$ cat config.mk
export PLATFORM = sky130hd
export DESIGN_NAME = argument_tokenizer
export DESIGN_NICKNAME = d
export VERILOG_FILES = /design/src/at_pkg.sv /design/src/at_parse.sv /design/src/argument_tokenizer.sv
export SDC_FILE = /design/constraint.sdc
export NUM_CORES = 1
export LEC_CHECK = 0
export ABC_AREA = 0
export BUFFER_PORTS_ARGS = -buffer_cell sky130_fd_sc_hd__buf_4
export CAP_MARGIN = 20
export CORE_UTILIZATION = 51
export CTS_BUF_LIST = sky130_fd_sc_hd__clkbuf_4 sky130_fd_sc_hd__clkbuf_8 sky130_fd_sc_hd__clkbuf_16
export DETAILED_ROUTE_END_ITERATION = 16
export GPL_TIMING_DRIVEN = 0
export PLACE_DENSITY = 0.71
export SYNTH_ARGS = -nofsm -noshare
export SYNTH_HDL_FRONTEND = slang
export SYNTH_HIERARCHICAL = 1
export SYNTH_SLANG_ARGS = --single-unit
$ cat constraint.sdc
create_clock -name clk -period 4.4 [get_ports clk]
set_input_delay 0.88 -clock clk [delete_from_list [all_inputs] [get_ports clk]]
set_output_delay 0.88 -clock clk [all_outputs]
set_load 0.02 [all_outputs]
$ cat src/at_pkg.sv
package at_pkg;

    // Width of the internal saturating token counter
    localparam int COUNT_WIDTH = 16;
    // Width of the reported count field
    localparam int SHOWN_WIDTH = 16;

    // Parser mode codes
    localparam logic [2:0] MODE_GAP       = 3'd0;
    localparam logic [2:0] MODE_BARE      = 3'd1;
    localparam logic [2:0] MODE_BARE_ESC  = 3'd2;
    localparam logic [2:0] MODE_QUOTE     = 3'd3;
    localparam logic [2:0] MODE_QUOTE_ESC = 3'd4;

    // Special characters
    localparam logic [7:0] CH_QUOTE  = 8'h22;
    localparam logic [7:0] CH_BSLASH = 8'h5C;
    localparam logic [7:0] CH_END    = 8'h00;

    // One result word from the parser
    typedef struct packed {
        logic                   emit;
        logic [7:0]             data_byte;
        logic                   has_byte;
        logic                   token_end;
        logic                   string_done;
        logic                   unterminated_quote;
        logic [SHOWN_WIDTH-1:0] token_count;
    } at_result_t;

endpackage

$ cat src/at_parse.sv
module at_parse
    import at_pkg::*;
(
    input  logic       clk,
    input  logic       rst_n,
    input  logic       step,
    input  logic [7:0] ch,
    output at_result_t result
);

    localparam logic [COUNT_WIDTH-1:0] COUNT_MAX = {COUNT_WIDTH{1'b1}};

    logic [2:0]             mode_reg;
    logic [2:0]             mode_next;
    logic [COUNT_WIDTH-1:0] count_reg;
    logic [COUNT_WIDTH-1:0] count_next;
    logic [COUNT_WIDTH-1:0] count_bumped;
    logic [31:0]            count_wide;
    logic [2:0]             mode_in;
    logic                   blank;
    logic                   bump;
    logic                   clear;

    // Unused mode codes behave as between tokens
    assign mode_in = (mode_reg > MODE_QUOTE_ESC) ? MODE_GAP : mode_reg;
    assign blank   = (ch == 8'h20) || ((ch >= 8'h09) && (ch <= 8'h0D));

    // Next state and result for one character
    always_comb
    begin
        mode_next                 = mode_in;
        bump                      = 1'b0;
        clear                     = 1'b0;
        result.emit               = 1'b0;
        result.data_byte          = 8'h00;
        result.has_byte           = 1'b0;
        result.token_end          = 1'b0;
        result.string_done        = 1'b0;
        result.unterminated_quote = 1'b0;
        if (ch == CH_END)
        begin
            mode_next   = MODE_GAP;
            clear       = 1'b1;
            result.emit = 1'b1;
            if (mode_in == MODE_QUOTE || mode_in == MODE_QUOTE_ESC)
            begin
                result.unterminated_quote = 1'b1;
            end
            else if (mode_in == MODE_BARE || mode_in == MODE_BARE_ESC)
            begin
                bump               = 1'b1;
                result.token_end   = 1'b1;
                result.string_done = 1'b1;
            end
            else
            begin
                result.string_done = 1'b1;
            end
        end
        else
        begin
            case (mode_in)
                MODE_BARE:
                begin
                    if (blank)
                    begin
                        mode_next        = MODE_GAP;
                        bump             = 1'b1;
                        result.emit      = 1'b1;
                        result.token_end = 1'b1;
                    end
                    else if (ch == CH_BSLASH)
                    begin
                        mode_next = MODE_BARE_ESC;
                    end
                    else
                    begin
                        result.emit      = 1'b1;
                        result.has_byte  = 1'b1;
                        result.data_byte = ch;
                    end
                end
                MODE_BARE_ESC:
                begin
                    mode_next        = MODE_BARE;
                    result.emit      = 1'b1;
                    result.has_byte  = 1'b1;
                    result.data_byte = ch;
                end
                MODE_QUOTE:
                begin
                    if (ch == CH_QUOTE)
                    begin
                        mode_next        = MODE_GAP;
                        bump             = 1'b1;
                        result.emit      = 1'b1;
                        result.token_end = 1'b1;
                    end
                    else if (ch == CH_BSLASH)
                    begin
                        mode_next = MODE_QUOTE_ESC;
                    end
                    else
                    begin
                        result.emit      = 1'b1;
                        result.has_byte  = 1'b1;
                        result.data_byte = ch;
                    end
                end
                MODE_QUOTE_ESC:
                begin
                    mode_next        = MODE_QUOTE;
                    result.emit      = 1'b1;
                    result.has_byte  = 1'b1;
                    result.data_byte = ch;
                end
                default:
                begin
                    if (blank)
                    begin
                        mode_next = MODE_GAP;
                    end
                    else if (ch == CH_QUOTE)
                    begin
                        mode_next = MODE_QUOTE;
                    end
                    else if (ch == CH_BSLASH)
                    begin
                        mode_next = MODE_BARE_ESC;
                    end
                    else
                    begin
                        mode_next        = MODE_BARE;
                        result.emit      = 1'b1;
                        result.has_byte  = 1'b1;
                        result.data_byte = ch;
                    end
                end
            endcase
        end

        // Saturating count, including a token that completes now
        count_bumped = (bump && (count_reg != COUNT_MAX)) ? count_reg + 1'b1 : count_reg;
        count_wide   = 32'(count_bumped);

        // Reported count clamps to the field width
        result.token_count = (count_wide > 32'h0000_FFFF) ? 16'hFFFF : count_wide[15:0];
    end

    assign count_next = clear ? '0 : count_bumped;

    // Parser state
    always_ff @(posedge clk or negedge rst_n)
    begin
        if (!rst_n)
        begin
            mode_reg  <= MODE_GAP;
            count_reg <= '0;
        end
        else if (step)
        begin
            mode_reg  <= mode_next;
            count_reg <= count_next;
        end
    end

endmodule

$ cat src/argument_tokenizer.sv
// Shell-style argument tokenizer.
// Input stream s_axis: one character per word in tdata[7:0]; a zero byte
// ends the string. Output stream m_axis: at most one word per character.
// Output tdata carries the token byte and the running token count, tlast
// flags the end of a token, tuser carries has_byte, string_done and
// unterminated_quote. Whitespace between tokens, an opening quote and an
// escaping backslash give no output word.
// Path: a character passes the input register, then the parse step into
// the output register.
// Throughput: one character per cycle while the output register can take a result.
// Stall: while m_axis_tready is low the output word holds; the input
// register still drains characters that give no word, and s_axis_tready
// drops only once a pending character needs the full output register.
// Reset: both registers empty, parser between tokens, count zero. After
// each end of string the parser returns to that same state by itself.
module argument_tokenizer
    import at_pkg::*;
(
    input  logic        clk,
    input  logic        rst_n,
    input  logic        s_axis_tvalid,
    output logic        s_axis_tready,
    input  logic [7:0]  s_axis_tdata,   // [7:0] ch
    output logic        m_axis_tvalid,
    input  logic        m_axis_tready,
    output logic [23:0] m_axis_tdata,   // [7:0] data_byte, [23:8] token_count
    output logic        m_axis_tlast,   // token_end
    output logic [2:0]  m_axis_tuser    // [0] has_byte, [1] string_done, [2] unterminated_quote
);

    logic       in_valid_reg;
    logic [7:0] ch_reg;
    logic       out_valid_reg;
    at_result_t out_reg;
    at_result_t result;
    logic       advance;
    logic       out_free;

    // The input word moves on when the output register can take a result or none is due
    assign out_free      = !out_valid_reg || m_axis_tready;
    assign advance       = in_valid_reg && (out_free || !result.emit);
    assign s_axis_tready = !in_valid_reg || advance;

    // Input register
    always_ff @(posedge clk or negedge rst_n)
    begin
        if (!rst_n)
        begin
            in_valid_reg <= 1'b0;
        end
        else if (s_axis_tready)
        begin
            in_valid_reg <= s_axis_tvalid;
        end
    end

    always_ff @(posedge clk)
    begin
        if (s_axis_tready && s_axis_tvalid)
        begin
            ch_reg <= s_axis_tdata;
        end
    end

    at_parse u_parse (
        .clk    (clk),
        .rst_n  (rst_n),
        .step   (advance),
        .ch     (ch_reg),
        .result (result)
    );

    // Output register
    always_ff @(posedge clk or negedge rst_n)
    begin
        if (!rst_n)
        begin
            out_valid_reg <= 1'b0;
        end
        else if (out_free)
        begin
            out_valid_reg <= advance && result.emit;
        end
    end

    always_ff @(posedge clk)
    begin
        if (out_free && advance && result.emit)
        begin
            out_reg <= result;
        end
    end

    assign m_axis_tvalid = out_valid_reg;
    assign m_axis_tdata  = {out_reg.token_count, out_reg.data_byte};
    assign m_axis_tlast  = out_reg.token_end;
    assign m_axis_tuser  = {out_reg.unterminated_quote, out_reg.string_done, out_reg.has_byte};

endmodule

==> key figures <==
Die
  • Starting Density: 0.545
  • Chip width: approximately 80 um
  • Core area: 5640 um^2
  • Core Rows: 27
  • IO Count: 42
  • Die H: around 80 um
  • Die Area: between 6000 and 7000 um^2

CTS
  • Setup Buffers After CTS: 0
  • H-tree depth: 3
  • Cts bufs inserted: 9
  • Worst-path clk slew: ~0.070 ns
  • Post-CTS Hold Buffers: 0
  • CTS tree: built
  • CTS root buffer: clkbuf_8
  • CTS Sinks: 57
  • Clock buffer depth: 2
  • Post-CTS sizing: 0
  • Insertion delay of the later-clocked pin in the worst-skew pair: 0.34 ns

Synth
  • Seq/Total Area, Yosys: 0.523
  • Syn Nets: 300
  • Area share of the largest cell type after synthesis: 0.352
  • Post-Syn Area: 3070 um^2
  • Post-synthesis cell type count: 66
  • Post-synth EDFFs: 36
  • Synth area leader: edfxtp_1
  • Cells after synthesis: approximately 290
  • Synth area leaders: edfxtp_1, dfrtp_1, nand2_1
  • Synth async-reset ratio: 0.368
  • Yosys reg bits: 57
  • Mean Syn Cell Area: 10.7 um^2
  • Number of warnings issued by yosys: 6
  • Dominant synthesized flop cell: edfxtp_1

Power
  • PwrDens: 380 nW/um^2
  • Internal: approximately 1.0 mW
  • P_sw: 0.380 mW
  • Seq pwr share: 0.455
  • Sw Ratio: 0.269
  • Clk pwr share: 0.362
  • Peak supply drop: around 0.24 mV
  • Combinational Power Share: 0.182
  • Leakage: between 1 and 1.5 nW

Timing
  • Final Worst Setup Slack: around 0.63 ns
  • Normalized max-slew margin: 0.361
  • Worst-Margin Slew: approximately 0.95 ns
  • Clk_skew: just under 0.009 ns
  • Max-slew violations: 0
  • Minimum clock period: between 3 and 4 ns
  • Hold WS: between 0.4 and 0.5 ns
  • Max Fclk: around 0.27 GHz
  • Final setup violation count: 0
  • Fin. Hold Viols: 0
  • RSZ-0062 raised after global routing: no
  • Final period util: 0.856
  • Setup tns final: 0 ns

Run status
  • Status: complete, no violations

Placed design
  • Pre-CTS setup slack: around 0.73 ns
  • PortBufs: 41
  • Dpl hpwl: between 4 and 5 mm
  • Dpl cell area: approximately 3500 um^2
  • GP Congestion: between 0.8 and 0.9

Global route
  • Vias in the first global route: 2293
  • Largest net degree at the start of global routing: 22
  • Grt ovf: 0
  • Initial antenna violation count: 0
  • Gr usage total: 0.239
  • Global-route wire length before repair: ~11 mm

Worst setup path
  • Crit-path cells: or4b_1, a21oi_1, o21ai_1, a21boi_0, o21bai_1, a21boi_1, clkbuf_1, o41ai_1, clkbuf_1, o41ai_1, o21bai_1
  • Nature of the critical path startpoint: flop
  • CP peak stage delay: about 0.58 ns
  • Critical R2R Launch: ch_reg[0]
  • Critical path class: flop to flop
  • Family with the most delay on the worst path: compound AO/OA/AOI/OAI gates
  • Crit path max fanout: 10
  • Critical Path RT: 4.66 ns
  • Internal reg-to-reg setup slack: between 0.6 and 0.7 ns
  • Reg2reg path depth: 11
  • Crit-path slowest cell: or4b_1
  • Crit path arrival time: 4.02 ns
  • Buf+Inv Stages, Crit Path: 2
  • R2r endpoint: u_parse/count_reg[10]
  • Setup crit end kind: flop

Final layout
  • Ant diodes: 0
  • Fin area: approximately 3700 um^2
  • Nets: 353
  • Synth-to-Final Area Change: 20.8%
  • Commonest non-fill, non-tap cell in the layout: buf_4
  • Max reg flops: 24
  • Area of the multi-input gates: between 1000 and 1500 um^2
  • Commonest non-fill, non-tap cells in the layout: buf_4, edfxtp_1, nand2_1, dfrtp_1, nor2_1
  • Share of layout cells above drive strength 1: 0.215
  • # fillers: between 400 and 500
  • Register Area: 1610 um^2

Route
  • Avg WL per Cell: 16.4 um
  • DRT iter0 DRCs: ~170
  • DR vias: 2493
  • DR vias/cell: between 5 and 6
  • Post-route DRC: 0
  • Routed wire length: roughly 6.8 mm
  • Drt pass-1 iters: 5
  • Antenna viol nets, final: 0

Flow run
  • Max cap viols: 0

Min path
  • HP Class: input port to async pin
==> cells in the mapped netlist (all sizes together), types with 3 or more instances <==
cell,number
a21boi,4
a21oi,6
and2,5
and3,4
buf,3
clkbuf,15
dfrtp,21
edfxtp,36
inv,8
nand2,21
nand2b,11
nand3,15
nand4,6
nor2,18
nor2b,4
nor3,6
o211ai,6
o21ai,9
o21bai,3
o311ai,3
o31ai,3
o41ai,4
or2,5
or3,5
or4,6
or4b,3
xnor2,9
xor2,9
==> power groups by stage <==
stage	Sequential [mW]	Combinational, mW	Clock, mW
global route	0.646	0.286	0.537
global placement	0.652	0.246	0
floorplan	0.670	0.151	0
CTS	0.641	0.257	0.520
detailed placement	0.652	0.256	0
finish	0.642	0.257	0.511
==> cell type report <==
type,instances,area share
flip-flops and latches,57,0.433
clock buffers,13,0.0465
multi-input cells,204,0.366
plain buffers,18,0.0216
repair buffers,42,0.0903
clock inverters,2,0.0101
well taps,72,0.0243
inverters,8,0.00809
==> worst max path at each step <==
stage | startpoint | end | slack (ns) | cells after the start
floorplan | ch_reg[5] | m_axis_tdata[0] | 1.25 | 7
global placement | ch_reg[5] | m_axis_tdata[10] | 0.28 | 7
detailed placement | ch_reg[1] | u_parse/count_reg[10] | 0.73 | 11
CTS | ch_reg[1] | u_parse/count_reg[10] | 0.68 | 11
global route | ch_reg[1] | u_parse/count_reg[10] | 0.34 | 11
finish | ch_reg[0] | u_parse/count_reg[10] | 0.63 | 11
==> per-stage QoR <==
stage               instances  total power, mW  utilization
floorplan                 287            0.821            -
global placement          400            0.898        0.615
detailed placement        401            0.908        0.621
CTS                       416             1.42        0.658
global route              416             1.47        0.658
finish                    416             1.41        0.658
==> logic make-up (layout without fill, tap and decap cells) <==
| family | count (synthesis) | in the layout | synth area share |
|---|---|---|---|
| simple gates | 120 | 120 | 0.222 |
| compound gates | 62 | 62 | 0.154 |
| flops | 57 | 57 | 0.523 |
| buf+inv | 26 | 83 | 0.0358 |
| xor+xnor | 18 | 18 | 0.0513 |
| mux | 3 | 3 | 0.0106 |
| fa+ha+maj | 1 | 1 | 0.00407 |
==> metal layers <==
metal | track usage | part of all wire
met2 | 0.348 | 0.45
met3 | 0.0423 | 0.058
met5 | 0 | 0
met4 | 0.107 | 0.022
met1 | 0.345 | 0.47
Note: power is estimated with default switching activity, not from simulation.
